### config.mk
export PLATFORM = sky130hd
export DESIGN_NAME = device_key_range_table
export DESIGN_NICKNAME = d
export VERILOG_FILES = /design/src/rtl/drt_pkg.sv /design/src/rtl/device_key_range_table.sv /design/src/rtl/drt_ctrl.sv /design/src/rtl/drt_dpath.sv
export SDC_FILE = /design/constraint.sdc
export NUM_CORES = 2
export LEC_CHECK = 0
export BUFFER_PORTS_ARGS = -buffer_cell sky130_fd_sc_hd__buf_4
export CAP_MARGIN = 20
export CORE_UTILIZATION = 40
export DETAILED_ROUTE_END_ITERATION = 10
export GPL_TIMING_DRIVEN = 0
export SLEW_MARGIN = 25
export SYNTH_ARGS = -nofsm -noshare
export SYNTH_HDL_FRONTEND = slang
export SYNTH_SLANG_ARGS = --single-unit
### constraint.sdc
create_clock -name clk -period 30.3 [get_ports clk]
set_input_delay 4.545 -clock clk [delete_from_list [all_inputs] [get_ports clk]]
set_output_delay 4.545 -clock clk [all_outputs]
set_load 0.005 [all_outputs]
### src/rtl/drt_pkg.sv
// Shared types and constants for the device key range table.
// Holds table sizing, status codes, the FSM state type and the control/status structs.
// No dependencies.
`default_nettype none

package drt_pkg;

    // Table sizing
    localparam int TABLE_ENTRIES = 16;
    localparam int IDX_W = (TABLE_ENTRIES > 1) ? $clog2(TABLE_ENTRIES) : 1;
    localparam int CNT_W = $clog2(TABLE_ENTRIES + 1);
    localparam int MAX_W = 5;
    localparam int LIM_W = (CNT_W > MAX_W) ? CNT_W : MAX_W;

    localparam logic [MAX_W-1:0] MAX_ENTRIES_RST = 5'd16;

    // Request type codes
    localparam logic REQ_ADD    = 1'b0;
    localparam logic REQ_LOOKUP = 1'b1;

    typedef enum logic [2:0] {
        ST_OK        = 3'd0,
        ST_INVALID   = 3'd1,
        ST_FULL      = 3'd2,
        ST_OVERLAP   = 3'd3,
        ST_NOT_FOUND = 3'd4
    } status_t;

    typedef enum logic [1:0] {
        S_IDLE,
        S_CHECK,
        S_SCAN,
        S_DONE
    } state_t;

    typedef struct packed {
        logic [63:0] key_high;
        logic [63:0] key_low;
        logic [15:0] start;
        logic [7:0]  count;
    } entry_t;

    // Commands from the controller to the datapath
    typedef struct packed {
        logic    load_req;
        logic    clr_idx;
        logic    issue;
        logic    set_res;
        status_t res_status;
        logic    res_found;
        logic    wr_entry;
        logic    load_out;
    } cmd_t;

    // Status from the datapath to the controller
    typedef struct packed {
        logic is_lookup;
        logic add_invalid;
        logic add_full;
        logic scan_more;
        logic cmp_pending;
        logic cmp_hit;
        logic out_free;
    } stat_t;

endpackage

`default_nettype wire

### src/rtl/device_key_range_table.sv
// Device key range table: stores 128-bit keys, each owning an address range.
//
// Requests arrive on in_valid/in_ready: req_type selects an add (address is the
// range start, element_count its length, key_low/key_high the key) or a lookup
// (address is the queried address). Each request gives exactly one result on
// out_valid/out_ready: status plus the matching key, start and count on a lookup hit.
// max_entries is to be written by the user through cfg_wr_en/cfg_wr_data only
// while the block is idle; the block itself does not enforce this.
//
// Timing: a request is taken in idle, checked in S_CHECK, then the stored
// entries are scanned one per cycle from the entry memory's single read port.
// An add rejected as invalid or full goes from S_CHECK straight to S_DONE
// without a scan. The next request is taken in the cycle after the result moves
// into the output register, so only one request is in flight at a time.
// The output register holds a result while the receiver stalls; a further
// request is then processed but its result waits until the register frees.
// Reset empties the table (fill count 0) and sets max_entries to 16.
// Dependencies: drt_pkg, drt_ctrl, drt_dpath.
`default_nettype none

module device_key_range_table (
    input  logic                      clk,
    input  logic                      rst_n,
    input  logic                      in_valid,
    output logic                      in_ready,
    input  logic                      req_type,
    input  logic [15:0]               address,
    input  logic [7:0]                element_count,
    input  logic [63:0]               key_low,
    input  logic [63:0]               key_high,
    output logic                      out_valid,
    input  logic                      out_ready,
    output logic [2:0]                status,
    output logic [63:0]               found_key_low,
    output logic [63:0]               found_key_high,
    output logic [15:0]               found_start,
    output logic [7:0]                found_count,
    input  logic                      cfg_wr_en,
    input  logic [drt_pkg::MAX_W-1:0] cfg_wr_data
);
    import drt_pkg::*;

    cmd_t  cmd;
    stat_t stat;

    drt_ctrl u_ctrl (
        .clk      (clk),
        .rst_n    (rst_n),
        .in_valid (in_valid),
        .in_ready (in_ready),
        .stat     (stat),
        .cmd      (cmd)
    );

    drt_dpath u_dpath (
        .clk            (clk),
        .rst_n          (rst_n),
        .cmd            (cmd),
        .stat           (stat),
        .req_type       (req_type),
        .address        (address),
        .element_count  (element_count),
        .key_low        (key_low),
        .key_high       (key_high),
        .cfg_wr_en      (cfg_wr_en),
        .cfg_wr_data    (cfg_wr_data),
        .out_valid      (out_valid),
        .out_ready      (out_ready),
        .status         (status),
        .found_key_low  (found_key_low),
        .found_key_high (found_key_high),
        .found_start    (found_start),
        .found_count    (found_count)
    );

    // Only one request in flight
    a_one_request: assert property (@(posedge clk) disable iff (!rst_n)
        (in_valid && in_ready) |=> !in_ready)
        else $error("request accepted while another is in flight");

    // Never append past the table limit
    a_no_overflow: assert property (@(posedge clk) disable iff (!rst_n)
        cmd.wr_entry |-> (!stat.add_full && !stat.is_lookup))
        else $error("entry appended while table full");

    // Reads stay inside the filled part of the table
    a_scan_bound: assert property (@(posedge clk) disable iff (!rst_n)
        cmd.issue |-> stat.scan_more)
        else $error("scan read beyond fill count");

    // Output register is loaded only when free
    a_out_load: assert property (@(posedge clk) disable iff (!rst_n)
        cmd.load_out |-> (!out_valid || out_ready))
        else $error("result overwrote a waiting result");

endmodule

`default_nettype wire

### src/rtl/drt_ctrl.sv
// Controller FSM for the device key range table.
// Sequences check, table scan and result hand-off; depends on drt_pkg.
`default_nettype none

module drt_ctrl (
    input  logic           clk,
    input  logic           rst_n,
    input  logic           in_valid,
    output logic           in_ready,
    input  drt_pkg::stat_t stat,
    output drt_pkg::cmd_t  cmd
);
    import drt_pkg::*;

    state_t state_reg;
    state_t state_next;

    // Hold state
    always_ff @(posedge clk or negedge rst_n)
    begin
        if (!rst_n)
        begin
            state_reg <= S_IDLE;
        end
        else
        begin
            state_reg <= state_next;
        end
    end

    // Advance state
    always_comb
    begin
        state_next = state_reg;
        unique case (state_reg)
            S_IDLE:
            begin
                if (in_valid)
                begin
                    state_next = S_CHECK;
                end
            end
            S_CHECK:
            begin
                if (!stat.is_lookup && (stat.add_invalid || stat.add_full))
                begin
                    state_next = S_DONE;
                end
                else
                begin
                    state_next = S_SCAN;
                end
            end
            S_SCAN:
            begin
                if (stat.cmp_hit || (!stat.scan_more && !stat.cmp_pending))
                begin
                    state_next = S_DONE;
                end
            end
            S_DONE:
            begin
                if (stat.out_free)
                begin
                    state_next = S_IDLE;
                end
            end
            default:
            begin
                state_next = S_IDLE;
            end
        endcase
    end

    // Drive datapath commands
    always_comb
    begin
        in_ready       = 1'b0;
        cmd            = '0;
        cmd.res_status = ST_OK;
        unique case (state_reg)
            S_IDLE:
            begin
                in_ready     = 1'b1;
                cmd.load_req = in_valid;
            end
            S_CHECK:
            begin
                if (!stat.is_lookup && stat.add_invalid)
                begin
                    cmd.set_res    = 1'b1;
                    cmd.res_status = ST_INVALID;
                end
                else if (!stat.is_lookup && stat.add_full)
                begin
                    cmd.set_res    = 1'b1;
                    cmd.res_status = ST_FULL;
                end
                else
                begin
                    cmd.clr_idx = 1'b1;
                end
            end
            S_SCAN:
            begin
                if (stat.cmp_hit)
                begin
                    // first match wins: found entry for lookup, conflict for add
                    cmd.set_res = 1'b1;
                    if (stat.is_lookup)
                    begin
                        cmd.res_status = ST_OK;
                        cmd.res_found  = 1'b1;
                    end
                    else
                    begin
                        cmd.res_status = ST_OVERLAP;
                    end
                end
                else if (stat.scan_more)
                begin
                    cmd.issue = 1'b1;
                end
                else if (!stat.cmp_pending)
                begin
                    // scan exhausted without a match
                    cmd.set_res = 1'b1;
                    if (stat.is_lookup)
                    begin
                        cmd.res_status = ST_NOT_FOUND;
                    end
                    else
                    begin
                        cmd.res_status = ST_OK;
                        cmd.wr_entry   = 1'b1;
                    end
                end
            end
            S_DONE:
            begin
                cmd.load_out = stat.out_free;
            end
            default:
            begin
                in_ready = 1'b0;
            end
        endcase
    end

endmodule

`default_nettype wire

### src/rtl/drt_dpath.sv
// Datapath for the device key range table: request registers, entry memory,
// range compare, fill counter, limit register and output register; depends on drt_pkg.
`default_nettype none

module drt_dpath (
    input  logic                       clk,
    input  logic                       rst_n,
    input  drt_pkg::cmd_t              cmd,
    output drt_pkg::stat_t             stat,
    input  logic                       req_type,
    input  logic [15:0]                address,
    input  logic [7:0]                 element_count,
    input  logic [63:0]                key_low,
    input  logic [63:0]                key_high,
    input  logic                       cfg_wr_en,
    input  logic [drt_pkg::MAX_W-1:0]  cfg_wr_data,
    output logic                       out_valid,
    input  logic                       out_ready,
    output logic [2:0]                 status,
    output logic [63:0]                found_key_low,
    output logic [63:0]                found_key_high,
    output logic [15:0]                found_start,
    output logic [7:0]                 found_count
);
    import drt_pkg::*;

    // Request registers
    logic        req_type_reg;
    logic [15:0] addr_reg;
    logic [7:0]  count_reg;
    logic [63:0] key_low_reg;
    logic [63:0] key_high_reg;

    // Control counters
    logic [MAX_W-1:0] max_entries_reg;
    logic [CNT_W-1:0] used_reg;
    logic [CNT_W-1:0] used_next;
    logic [CNT_W-1:0] idx_reg;
    logic [CNT_W-1:0] idx_next;
    logic             cmp_valid_reg;

    // Entry memory and read port
    entry_t mem [TABLE_ENTRIES];
    entry_t rd_data_reg;

    // Result and output registers
    status_t     res_status_reg;
    entry_t      res_entry_reg;
    logic        out_valid_reg;
    status_t     out_status_reg;
    entry_t      out_entry_reg;

    logic [16:0] ent_end;
    logic [16:0] new_end;
    logic        lookup_hit;
    logic        overlap_hit;

    // Capture request
    always_ff @(posedge clk)
    begin
        if (cmd.load_req)
        begin
            req_type_reg <= req_type;
            addr_reg     <= address;
            count_reg    <= element_count;
            key_low_reg  <= key_low;
            key_high_reg <= key_high;
        end
    end

    // Write limit register
    always_ff @(posedge clk or negedge rst_n)
    begin
        if (!rst_n)
        begin
            max_entries_reg <= MAX_ENTRIES_RST;
        end
        else if (cfg_wr_en)
        begin
            max_entries_reg <= cfg_wr_data;
        end
    end

    // Advance fill count and scan index
    always_comb
    begin
        used_next = used_reg;
        if (cmd.wr_entry)
        begin
            used_next = used_reg + CNT_W'(1);
        end
        idx_next = idx_reg;
        if (cmd.clr_idx)
        begin
            idx_next = '0;
        end
        else if (cmd.issue)
        begin
            idx_next = idx_reg + CNT_W'(1);
        end
    end

    always_ff @(posedge clk or negedge rst_n)
    begin
        if (!rst_n)
        begin
            used_reg      <= '0;
            idx_reg       <= '0;
            cmp_valid_reg <= 1'b0;
        end
        else
        begin
            used_reg      <= used_next;
            idx_reg       <= idx_next;
            cmp_valid_reg <= cmd.issue;
        end
    end

    // Append entry at the fill position
    always_ff @(posedge clk)
    begin
        if (cmd.wr_entry)
        begin
            mem[used_reg[IDX_W-1:0]] <= '{key_high: key_high_reg, key_low: key_low_reg,
                                          start: addr_reg, count: count_reg};
        end
    end

    // Read entry at the scan index
    always_ff @(posedge clk)
    begin
        if (cmd.issue)
        begin
            rd_data_reg <= mem[idx_reg[IDX_W-1:0]];
        end
    end

    // Compare the fetched range against the request; ends never wrap in 17 bits
    assign ent_end = {1'b0, rd_data_reg.start} + {9'd0, rd_data_reg.count} - 17'd1;
    assign new_end = {1'b0, addr_reg} + {9'd0, count_reg} - 17'd1;
    assign lookup_hit  = (addr_reg >= rd_data_reg.start) && ({1'b0, addr_reg} <= ent_end);
    assign overlap_hit = ({1'b0, addr_reg} <= ent_end) && ({1'b0, rd_data_reg.start} <= new_end);

    // Report status
    always_comb
    begin
        stat.is_lookup   = (req_type_reg == REQ_LOOKUP);
        stat.add_invalid = (addr_reg == 16'd0) || (count_reg == 8'd0);
        stat.add_full    = (used_reg == CNT_W'(TABLE_ENTRIES))
                        || (LIM_W'(used_reg) >= LIM_W'(max_entries_reg));
        stat.scan_more   = (idx_reg < used_reg);
        stat.cmp_pending = cmp_valid_reg;
        stat.cmp_hit     = cmp_valid_reg && (stat.is_lookup ? lookup_hit : overlap_hit);
        stat.out_free    = !out_valid_reg || out_ready;
    end

    // Hold result until the output register is free
    always_ff @(posedge clk)
    begin
        if (cmd.set_res)
        begin
            res_status_reg <= cmd.res_status;
            if (cmd.res_found)
            begin
                res_entry_reg <= rd_data_reg;
            end
            else
            begin
                res_entry_reg <= '0;
            end
        end
    end

    // Output register
    always_ff @(posedge clk or negedge rst_n)
    begin
        if (!rst_n)
        begin
            out_valid_reg <= 1'b0;
        end
        else if (cmd.load_out)
        begin
            out_valid_reg <= 1'b1;
        end
        else if (out_ready)
        begin
            out_valid_reg <= 1'b0;
        end
    end

    always_ff @(posedge clk)
    begin
        if (cmd.load_out)
        begin
            out_status_reg <= res_status_reg;
            out_entry_reg  <= res_entry_reg;
        end
    end

    assign out_valid      = out_valid_reg;
    assign status         = out_status_reg;
    assign found_key_low  = out_entry_reg.key_low;
    assign found_key_high = out_entry_reg.key_high;
    assign found_start    = out_entry_reg.start;
    assign found_count    = out_entry_reg.count;

endmodule

`default_nettype wire
==> results by group <==
Placement
  – Buffers on Ports: 318
  – Setup WS pre-CTS: approximately 23000 ps
  – Cell count after placement: 9097
  – GPL Wtd Cong: 0.794
  – Dpl cell area: approximately 0.13 mm2
  – HPWL after detailed placement: approximately 190000 um

Timing
  – Final hold violation count: 0
  – Slew @ Worst Pin: 1120 ps
  – Unrepaired setup endpoints after global routing: false
  – Max-slew violations: 0
  – Clk_skew: 65.6 ps
  – Worst hold slack: a little over 400 ps
  – Setup Total Neg Slack: 0 ps
  – Fmax: between 0.1 and 0.15 GHz
  – Final worst slack: 23050 ps
  – Post-layout minimum cycle time: 7250 ps
  – Slew HR: 0.250
  – # setup viols final: 0
  – Final period utilization: 0.239

Yosys
  – Area contributors post-synth: edfxtp_1 (80%), mux4_2 (15%), ha_1 (1.3%), and2_1 (0.72%), dfrtp_1 (0.39%)
  – Ys async rst share: 0.00620
  – Post-synth top area share: 0.798
  – Cell taking the most area after synthesis: edfxtp_1
  – Ys Warns: 0
  – Synth Cell Area: 0.115 mm2
  – Ys flop type: edfxtp_1
  – Synthesized net count: 4989
  – Synth Register Bits: a little over 3000
  – Mapped Cells: 4708
  – Sequential-to-total area share from yosys stat: 0.802
  – Library cells used by synthesis: 66
  – Post-Syn Area per Cell: between 20 and 25 um2
  – EDFF count, synth: 3047

Setup path
  – Worst-path maximum fanout: 19
  – Critical-path top delay cell: edfxtp_1
  – Path depth of the worst reg2reg path: 31
  – CP startpoint kind: flop
  – Setup CP Type: flop to flop
  – CP arrival: ~7800 ps
  – Crit-path most repeated cell: buf_16
  – Critical Path Sink Type: flop
  – CP required: 30870 ps
  – Slowest Stage Delay on Critical Path: 780 ps

Clock tree
  – CTS tree: yes
  – Postcts setup bufs: 0
  – Hold-fix buffers, CTS: 0
  – Worst-Skew Late Latency: between 800 and 900 ps
  – TritonCTS buffer count: between 300 and 400
  – Sink Count: about 3100
  – Root Buffer Master: clkbuf_16
  – H-Tree Depth: 5
  – Clk buf depth: 4
  – Clk slew on worst S/H paths: 60 ps
  – Resized cells post-CTS: 0

Final layout
  – Commonest non-fill, non-tap cell in the layout: edfxtp_1
  – NumNets Final: a little under 6000
  – Area delta synth->final: 20.3%
  – Share of layout cells above drive strength 1: 0.334
  – Post-route insts no fill: 9682
  – Max reg flops: about 2400
  – Final Core Density: 0.484
  – Commonest non-fill, non-tap cells in the layout: edfxtp_1 (3047), mux4_2 (760), buf_4 (431)
  – Finished Cell Area: 0.138 mm2
  – Fillers: 22800

Power
  – Leakage: 44.4 nW
  – Total power: 12.2 mW
  – Pwr dens: a little under 90 mW/mm2
  – Worst vdd ir: around 0.000049 V

Global routing
  – Antenna violations before repair: 23
  – Grt ovf: 0
  – Global-route wire length before repair: 403000 um
  – Number of global-route vias before repair: ~55000
  – Largest net degree at the start of global routing: 42
  – GRT Util Overall: 0.198

Detailed routing
  – DR iter-0 viols: 5641
  – WL final: 287000 um
  – Via Count: about 53000
  – Post-route ant nets: 0
  – 1st-pass router iterations: 5
  – WL per Instance: approximately 30 um
  – Vias/cell: 5.47
  – Drc violations: 0

Floorplan
  – Die X-Extent: 537 um
  – FP Rows: between 150 and 200
  – Core area: around 0.28 mm2
  – Initial Utilization: 0.402
  – Die footprint: 0.289 mm2
  – I/O pin cnt: 320
  – DIE HEIGHT: 537 um

Run
  – Max Cap Violations: 0

Hold path
  – WHS Path Cells: 0
  – Worst hold path class: flop to flop

Status
  – Run status: finished, final reports clean
## routing by layer
metal  global-route usage  routed length, um  share of wire
met1                0.278             121000           0.42
met3               0.0305              18800          0.066
met4               0.0560               7850          0.027
met2                0.323             139000           0.49
met5                    0                 10       0.000035
## synth_stat cells (all sizes together), types with 2 or more instances
cell type	count
o41ai	2
dfrtp	18
mux2	3
a211oi	9
clkbuf	118
nor2	36
nand3b	3
and2	132
xor2	11
nand2	29
o211ai	5
edfxtp	3047
o21a	5
fa	2
a211o	2
ha	116
nor3	36
mux2i	3
nor2b	8
a21oi	32
a21o	18
a31o	6
nand4	14
o21bai	2
inv	108
nor4	6
a31oi	4
nand2b	13
xnor2	18
and3	4
o21ai	33
nand3	12
buf	73
mux4	760
## layout make-up
| class | count | area, um2 | share of cell area |
|---|---|---|---|
| sequential | 3066 | 92000 | 0.667 |
| multi-input combinational | 1343 | 21600 | 0.157 |
| clock buffer | 392 | 8380 | 0.0608 |
| timing repair buffer | 627 | 7920 | 0.0575 |
| tap | 3762 | 4710 | 0.0341 |
| clock inverter | 185 | 1970 | 0.0143 |
| buffer | 191 | 863 | 0.00626 |
| inverter | 108 | 405 | 0.00294 |
| antenna | 8 | 20.0 | 0.000145 |
## logic make-up after synthesis
family,count (synthesis),synth area share
adder cells (fa/ha/maj),118,0.0130
AND/OR/NAND/NOR,298,0.0145
AO/OA/AOI/OAI,132,0.00783
multiplexers,766,0.150
XOR/XNOR,29,0.00228
flip-flops,3066,0.802
buffers and inverters,299,0.0102
## worst paths after layout
path / endpoint / startpoint / slack [ps]
worst max-delay path: u_dpath.res_entry_reg[96] / u_dpath.addr_reg[0] / 23050
worst min-delay path: u_dpath.found_key_high[50] / u_dpath.res_entry_reg[138] / 410
worst max register to register: u_dpath.res_entry_reg[96] / u_dpath.addr_reg[0] / 23050
worst min register to register: u_dpath.found_key_high[50] / u_dpath.res_entry_reg[138] / 410
max in group asynchronous: u_dpath.max_entries_reg[4] / rst_n / 26400
min in group asynchronous: u_dpath.out_valid / rst_n / 3600
## critical path, delay by kind of cell, from the launching register on
kind	cells	cell delay [ps]
compound gates	11	2380
xor+xnor	1	140
fa+ha+maj	4	1250
buf+inv	9	1520
flops	1	780
simple gates	6	850
## power by group
part | internal, mW | switching [mW] | leakage [nW] | total [mW]
sequential | 5.25 | 0.264 | 27.8 | 5.52
clock | 2.28 | 1.61 | 5.04 | 3.89
combinational | 1.30 | 1.49 | 11.5 | 2.79
total | 8.83 | 3.37 | 44.4 | 12.2
Note: power is estimated with default switching activity, not from simulation.
